## src/rtl/fjot_pkg.sv

```systemverilog
package fjot_pkg;

    // Parser phases; codes above PH_FINISHED are never reached
    typedef enum logic [3:0] {
        PH_OPEN        = 4'd0,
        PH_KEY_OR_END  = 4'd1,
        PH_IN_KEY      = 4'd2,
        PH_COLON       = 4'd3,
        PH_VALUE       = 4'd4,
        PH_IN_VALUE    = 4'd5,
        PH_AFTER_VALUE = 4'd6,
        PH_FINISHED    = 4'd7
    } phase_t;

    typedef enum logic [1:0] {
        ST_BUSY   = 2'd0,
        ST_ACCEPT = 2'd1,
        ST_ERROR  = 2'd2
    } status_t;

    localparam logic [1:0] KIND_SYNTAX = 2'd0;
    localparam logic [1:0] KIND_KEY    = 2'd1;
    localparam logic [1:0] KIND_VALUE  = 2'd2;

    localparam logic [1:0] CLOSED_NONE  = 2'd0;
    localparam logic [1:0] CLOSED_KEY   = 2'd1;
    localparam logic [1:0] CLOSED_VALUE = 2'd2;

    localparam logic [7:0] CH_LBRACE = 8'h7B;
    localparam logic [7:0] CH_RBRACE = 8'h7D;
    localparam logic [7:0] CH_COLON  = 8'h3A;
    localparam logic [7:0] CH_COMMA  = 8'h2C;
    localparam logic [7:0] CH_QUOTE  = 8'h22;

    // Outcome of one byte through the parser
    typedef struct packed {
        phase_t     phase;
        status_t    status;
        logic [1:0] kind;
        logic [1:0] closed;
    } step_res_t;

    // Space, tab, LF, VT, FF, CR
    function automatic logic is_blank(input logic [7:0] c);
        return c inside {8'h20, [8'h09:8'h0D]};
    endfunction

endpackage

```

## src/rtl/fjot_step.sv

```systemverilog
module fjot_step
    import fjot_pkg::*;
(
    input  phase_t     phase,
    input  status_t    status,
    input  logic [7:0] c,
    input  logic       last,
    output step_res_t  res
);

    logic bad;

    always_comb
    begin
        bad        = 1'b0;
        res.phase  = phase;
        res.status = status;
        res.kind   = KIND_SYNTAX;
        res.closed = CLOSED_NONE;
        if (status == ST_BUSY)
        begin
            case (phase)
                PH_OPEN:
                begin
                    if (c == CH_LBRACE)
                        res.phase = PH_KEY_OR_END;
                    else if (!is_blank(c))
                        bad = 1'b1;
                end
                PH_KEY_OR_END:
                begin
                    if (c == CH_RBRACE)
                        res.status = ST_ACCEPT;
                    else if (c == CH_QUOTE)
                        res.phase = PH_IN_KEY;
                    else if (!is_blank(c))
                        bad = 1'b1;
                end
                PH_IN_KEY:
                begin
                    if (c == CH_QUOTE)
                    begin
                        res.closed = CLOSED_KEY;
                        res.phase  = PH_COLON;
                    end
                    else
                        res.kind = KIND_KEY;
                end
                PH_COLON:
                begin
                    if (c == CH_COLON)
                        res.phase = PH_VALUE;
                    else if (!is_blank(c))
                        bad = 1'b1;
                end
                PH_VALUE:
                begin
                    if (c == CH_QUOTE)
                        res.phase = PH_IN_VALUE;
                    else if (!is_blank(c))
                        bad = 1'b1;
                end
                PH_IN_VALUE:
                begin
                    if (c == CH_QUOTE)
                    begin
                        res.closed = CLOSED_VALUE;
                        res.phase  = PH_AFTER_VALUE;
                    end
                    else
                        res.kind = KIND_VALUE;
                end
                PH_AFTER_VALUE:
                begin
                    if (c == CH_COMMA)
                        res.phase = PH_KEY_OR_END;
                    else if (c == CH_RBRACE)
                        res.status = ST_ACCEPT;
                    else if (c == CH_QUOTE)
                        res.phase = PH_IN_KEY;
                    else if (!is_blank(c))
                        bad = 1'b1;
                end
                default:
                    bad = 1'b1;
            endcase

            // A bad byte is tagged as syntax; an early end keeps its tag
            if (bad)
            begin
                res.status = ST_ERROR;
                res.kind   = KIND_SYNTAX;
                res.closed = CLOSED_NONE;
            end
            else if (res.status == ST_BUSY && last)
                res.status = ST_ERROR;

            if (res.status != ST_BUSY)
                res.phase = PH_FINISHED;
        end
    end

endmodule

```

## src/rtl/flat_json_object_tokenizer.sv

```systemverilog
// Pipeline: a byte passes through the input register, then the result
// register, before its result is offered.
// Throughput: one byte per cycle while the output is not stalled; the parser
// phase is updated in the same cycle that a byte leaves the input register.
// Reset (rst_n low, asynchronous): both stages empty, phase set to expect
// the opening brace, status back to in progress.
module flat_json_object_tokenizer
    import fjot_pkg::*;
(
    input  logic       clk,
    input  logic       rst_n,
    input  logic       in_valid,
    output logic       in_stall,
    input  logic [7:0] text_byte,
    input  logic       text_end,
    output logic       out_valid,
    input  logic       out_stall,
    output logic [7:0] char_out,
    output logic [1:0] char_kind,
    output logic [1:0] string_closed,
    output logic [1:0] parse_status
);

    // Input stage
    logic       in_valid_reg;
    logic [7:0] byte_reg;
    logic       end_reg;

    // Result stage
    logic       out_valid_reg;
    logic [7:0] char_reg;
    logic [1:0] kind_reg;
    logic [1:0] closed_reg;
    logic [1:0] status_out_reg;

    // Parser state
    phase_t     phase_reg;
    status_t    status_reg;

    step_res_t  res;
    logic       out_hold;
    logic       advance;

    // The result register is blocked only while it holds an untaken result;
    // the input register then holds too, and the stall reaches the source
    // only once the input register is also full.
    assign out_hold = out_valid_reg && out_stall;
    assign advance  = in_valid_reg && !out_hold;
    assign in_stall = in_valid_reg && out_hold;

    fjot_step u_step (
        .phase  (phase_reg),
        .status (status_reg),
        .c      (byte_reg),
        .last   (end_reg),
        .res    (res)
    );

    // Input register: load on every transfer, drain when the result side moves
    always_ff @(posedge clk or negedge rst_n)
    begin
        if (!rst_n)
            in_valid_reg <= 1'b0;
        else if (!in_stall)
            in_valid_reg <= in_valid;
    end

    always_ff @(posedge clk)
    begin
        if (in_valid && !in_stall)
        begin
            byte_reg <= text_byte;
            end_reg  <= text_end;
        end
    end

    // Parser state advances exactly once per byte, as it enters the result stage
    always_ff @(posedge clk or negedge rst_n)
    begin
        if (!rst_n)
        begin
            phase_reg  <= PH_OPEN;
            status_reg <= ST_BUSY;
        end
        else if (advance)
        begin
            phase_reg  <= res.phase;
            status_reg <= res.status;
        end
    end

    // Result register: hold while stalled, otherwise take whatever is in front
    always_ff @(posedge clk or negedge rst_n)
    begin
        if (!rst_n)
            out_valid_reg <= 1'b0;
        else if (!out_hold)
            out_valid_reg <= in_valid_reg;
    end

    always_ff @(posedge clk)
    begin
        if (advance)
        begin
            char_reg       <= byte_reg;
            kind_reg       <= res.kind;
            closed_reg     <= res.closed;
            status_out_reg <= res.status;
        end
    end

    assign out_valid     = out_valid_reg;
    assign char_out      = char_reg;
    assign char_kind     = kind_reg;
    assign string_closed = closed_reg;
    assign parse_status  = status_out_reg;

endmodule

```

## config.mk

```make
export PLATFORM = sky130hd
export DESIGN_NAME = flat_json_object_tokenizer
export DESIGN_NICKNAME = d
export VERILOG_FILES = /design/src/rtl/fjot_pkg.sv /design/src/rtl/fjot_step.sv /design/src/rtl/flat_json_object_tokenizer.sv
export SDC_FILE = /design/constraint.sdc
export NUM_CORES = 1
export LEC_CHECK = 0
export BUFFER_PORTS_ARGS = -buffer_cell sky130_fd_sc_hd__clkbuf_2
export CORE_MARGIN = 5
export CORE_UTILIZATION = 50
export DETAILED_ROUTE_END_ITERATION = 10
export GPL_TIMING_DRIVEN = 0
export HOLD_SLACK_MARGIN = 0.1
export MAX_ROUTING_LAYER = met4
export PLACE_DENSITY_LB_ADDON = 0.3
export SYNTH_ARGS = -nofsm -noshare
export SYNTH_HDL_FRONTEND = slang
export SYNTH_HIERARCHICAL = 1
export SYNTH_SLANG_ARGS = --single-unit
```

## constraint.sdc

```tcl
create_clock -name clk -period 6.3 [get_ports clk]
set_input_delay 0 -clock clk [delete_from_list [all_inputs] [get_ports clk]]
set_output_delay 0 -clock clk [all_outputs]
set_load 0.05 [all_outputs]
```

==> flow_results.xml <==
<?xml version="1.0" encoding="UTF-8"?>
<metrics>
  <group name="synthesis">
    <metric name="yosys.area_share.xor_xnor" unit="%">0</metric>
    <metric name="synthesis.yosys.warnings" unit="">6</metric>
    <metric name="synth.mux.area_fraction" unit="%">4.35</metric>
    <metric name="synthesis.nets" unit="">136</metric>
    <metric name="syn_area" unit="um^2">1550</metric>
    <metric name="synthCells" unit="">123</metric>
    <metric name="synth_simple_gate_area_share" unit="%">19.9</metric>
    <metric name="synth_seq_cells" unit="">31</metric>
    <metric name="synth_fa_ha_area_share" unit="%">0</metric>
    <metric name="area_fraction_in_compound_gates_after_synthesis" unit="%">15.9</metric>
    <metric name="ys_seq_area_share" unit="%">57.4</metric>
    <metric name="count_of_cell_types_in_the_netlist" unit="">52</metric>
    <metric name="synth.avg_cell_area" unit="um^2">12.6</metric>
    <metric name="number_of_enable_type_register_cells_in_the_synthesized_netlist" unit="">23</metric>
    <metric name="synth-main-ff-cell" unit="">edfxtp_1</metric>
    <metric name="synth-async-reset-ratio" unit="%">25.8</metric>
    <metric name="synth_top_family_by_area" unit="">simple AND/OR/NAND/NOR gates</metric>
  </group>
  <group name="floorplan">
    <metric name="ioPinCount" unit="">29</metric>
    <metric name="die_area" unit="um^2">4320</metric>
    <metric name="coreArea" unit="um^2">3000</metric>
    <metric name="floorplan.die.width" unit="um">65.7</metric>
    <metric name="placement_rows" unit="">20</metric>
    <metric name="initial_util" unit="%">51.7</metric>
    <metric name="dieHeight" unit="um">65.7</metric>
  </group>
  <group name="timing">
    <metric name="fmax" unit="GHz">0.330</metric>
    <metric name="timing.hold.ws" unit="ns">0.381</metric>
    <metric name="fin_skew" unit="ns">0.00528</metric>
    <metric name="final_min_period" unit="ns">3.03</metric>
    <metric name="grt_setup_unrepaired" unit="">no</metric>
    <metric name="tcrit_tclk_final" unit="%">48.2</metric>
    <metric name="setup-violations-final" unit="">0</metric>
    <metric name="setup-tns-final" unit="ns">0</metric>
    <metric name="max_slew.worst_pin.slew" unit="ns">1.01</metric>
    <metric name="relSlewSlack" unit="%">31.8</metric>
    <metric name="hold_viol_final" unit="">0</metric>
    <metric name="drv_slew" unit="">0</metric>
  </group>
  <group name="global_routing">
    <metric name="antenna_found_initial" unit="">0</metric>
    <metric name="first_global_vias" unit="">1239</metric>
    <metric name="total_grt_usage" unit="%">18.1</metric>
    <metric name="largest_net_degree_at_the_start_of_global_routing" unit="">21</metric>
    <metric name="grt_first_pass_wirelength" unit="um">5700</metric>
    <metric name="gr-total-overflow" unit="">0</metric>
  </group>
  <group name="power">
    <metric name="static-leakage-power" unit="nW">0.743</metric>
    <metric name="power-per-cell-area" unit="nW/um^2">295</metric>
    <metric name="worst_ir_drop_vdd" unit="mV">0.184</metric>
  </group>
  <group name="min_path">
    <metric name="min-delay-path-class" unit="">primary input to register</metric>
  </group>
  <group name="clock_network">
    <metric name="tritoncts.num_buffers" unit="">5</metric>
    <metric name="worst_setup_hold_path_clk_slew" unit="ns">0.10</metric>
    <metric name="max-clock-path-buffers" unit="">2</metric>
    <metric name="clock_sinks" unit="">31</metric>
    <metric name="htree_levels" unit="">2</metric>
    <metric name="worst_skew_pair.late_latency" unit="ns">0.33</metric>
    <metric name="cts_tree" unit="">done</metric>
    <metric name="clk_root_buffer_cell" unit="">clkbuf_4</metric>
  </group>
  <group name="drt">
    <metric name="drtPass1Iterations" unit="">4</metric>
    <metric name="route.vias.total" unit="">1248</metric>
    <metric name="postRouteAntennaNets" unit="">0</metric>
    <metric name="totalWireLength" unit="um">3390</metric>
    <metric name="detailed_route_iter0_violations" unit="">78</metric>
    <metric name="post-route-drc-count" unit="">0</metric>
    <metric name="wl_per_cell" unit="um">16.4</metric>
    <metric name="viasPerCell" unit="">6.06</metric>
  </group>
  <group name="layout">
    <metric name="utilization" unit="%">64.0</metric>
    <metric name="layout.cells.most_common_list" unit="">28 x clkbuf_2, 23 x edfxtp_1, 14 x dlygate4sd3_1, 9 x nor2_1</metric>
    <metric name="synthToLayoutAreaGrowth" unit="%">24.0</metric>
    <metric name="n_antenna_cell" unit="">0</metric>
    <metric name="fillcell_total" unit="">233</metric>
    <metric name="layoutNonFillerInstCount" unit="">206</metric>
    <metric name="final_nets" unit="">185</metric>
    <metric name="final_layout_size_suffix_gt1_share" unit="%">32.9</metric>
    <metric name="layout_commonest_cell" unit="">clkbuf_2</metric>
  </group>
  <group name="worst_setup_path">
    <metric name="cp-end-kind" unit="">register</metric>
    <metric name="critPathArrivalTime" unit="ns">3.25</metric>
    <metric name="critical_path_class" unit="">register to register</metric>
    <metric name="cp_max_fo" unit="">8</metric>
    <metric name="setup.worst_path.start_class" unit="">register</metric>
    <metric name="crit_required" unit="ns">6.52</metric>
  </group>
  <group name="job">
    <metric name="cap_violations" unit="">0</metric>
  </group>
  <group name="place">
    <metric name="gp_routability_congestion" unit="">0.952</metric>
    <metric name="buffer_ports.inserted" unit="">28</metric>
    <metric name="post-place-cells" unit="">184</metric>
    <metric name="detailedPlacementHpwl" unit="um">2210</metric>
  </group>
  <group name="status">
    <metric name="result_of_the_run" unit="">completed</metric>
  </group>
</metrics>
[cells by family after synthesis]
family	Yosys count
AND/OR/NAND/NOR	46
AO/OA/AOI/OAI	30
buffers and inverters	10
multiplexers	6
flip-flops	31
[Yosys cell counts, types with 2 or more instances]
master,n,area [um^2]
edfxtp_1,23,691
or4b_2,2,20.0
clkbuf_1,3,11.3
o32a_1,2,20.0
nand2_1,4,15.0
nor3_1,3,15.0
a31oi_1,3,18.8
a21oi_1,8,40.0
and2_1,2,12.5
dfrtp_1,8,200
nand4_1,2,12.5
o21ai_0,3,15.0
inv_1,7,26.3
or3_1,2,12.5
nor2_1,9,33.8
mux2_2,6,67.6
[area by class of cell]
type	count	area [um^2]	share of cell area, %
tap	33	41.3	2.15
sequential	31	891	46.3
clock inverter	1	5.00	0.260
inverter	7	26.3	1.37
timing repair buffer	42	280	14.6
buffer	3	11.3	0.586
clock buffer	7	45.0	2.34
multi-input combinational	82	623	32.4
[path summary, 6_finish.rpt]
check	start	slack [ns]	endpoint	cells after the start
min in group asynchronous	rst_n	0.65	phase_reg[2]$_DFFE_PN0P_	3
setup / recovery	byte_reg[0]$_DFFE_PP_	3.27	phase_reg[0]$_DFFE_PN0P_	7
hold reg to reg	in_valid_reg$_DFFE_PN0N_	0.51	out_valid$_DFFE_PN0N_	1
hold / removal	text_byte[4]	0.38	byte_reg[4]$_DFFE_PP_	2
max in group asynchronous	rst_n	5.38	phase_reg[1]$_DFFE_PN0P_	3
setup reg to reg	byte_reg[0]$_DFFE_PP_	3.27	phase_reg[0]$_DFFE_PN0P_	7
[what timing repair did]
action                                 4_1_cts  5_1_grt
gates resized for setup                      0        0
setup buffers                                0        0
hold buffers                                14        0
endpoints found under the hold margin       19        0
[power by group]
group | leakage (nW) | switching (W) | total (W) | internal [W]
sequential | 0.310 | 0.0000214 | 0.000263 | 0.000242
combinational | 0.404 | 0.000113 | 0.000196 | 0.0000824
clock | 0.0293 | 0.0000654 | 0.000109 | 0.0000434
[stage by stage]
stage	setup slack (ns)	power (W)	cell area, um^2
2_1_floorplan	3.51	0.000410	1550
3_3_place_gp	3.32	0.000446	1730
3_5_place_dp	3.31	0.000452	1730
4_1_cts	3.29	0.000568	1920
5_1_grt	3.20	0.000598	1920
6_report	3.27	0.000568	1920
[metal layers]
layer / wire length [um] / GRT usage (%) / up-vias
met5: 0 / - / -
met4: 61 / 7.25 / 0
met3: 191 / 5.30 / 7
met2: 1740 / 29.3 / 56
met1: 1390 / 21.1 / 602
li1: - / - / 583
[critical path: stages (launching register included)]
cell and delay [ns]:
edfxtp_1 0.51, or4b_4 0.53, or4_4 0.54, and4_4 0.18, o41ai_4 0.41, nand2_2 0.14, a221o_1 0.36, mux2_2 0.26
(Power assumes the default switching activity.)
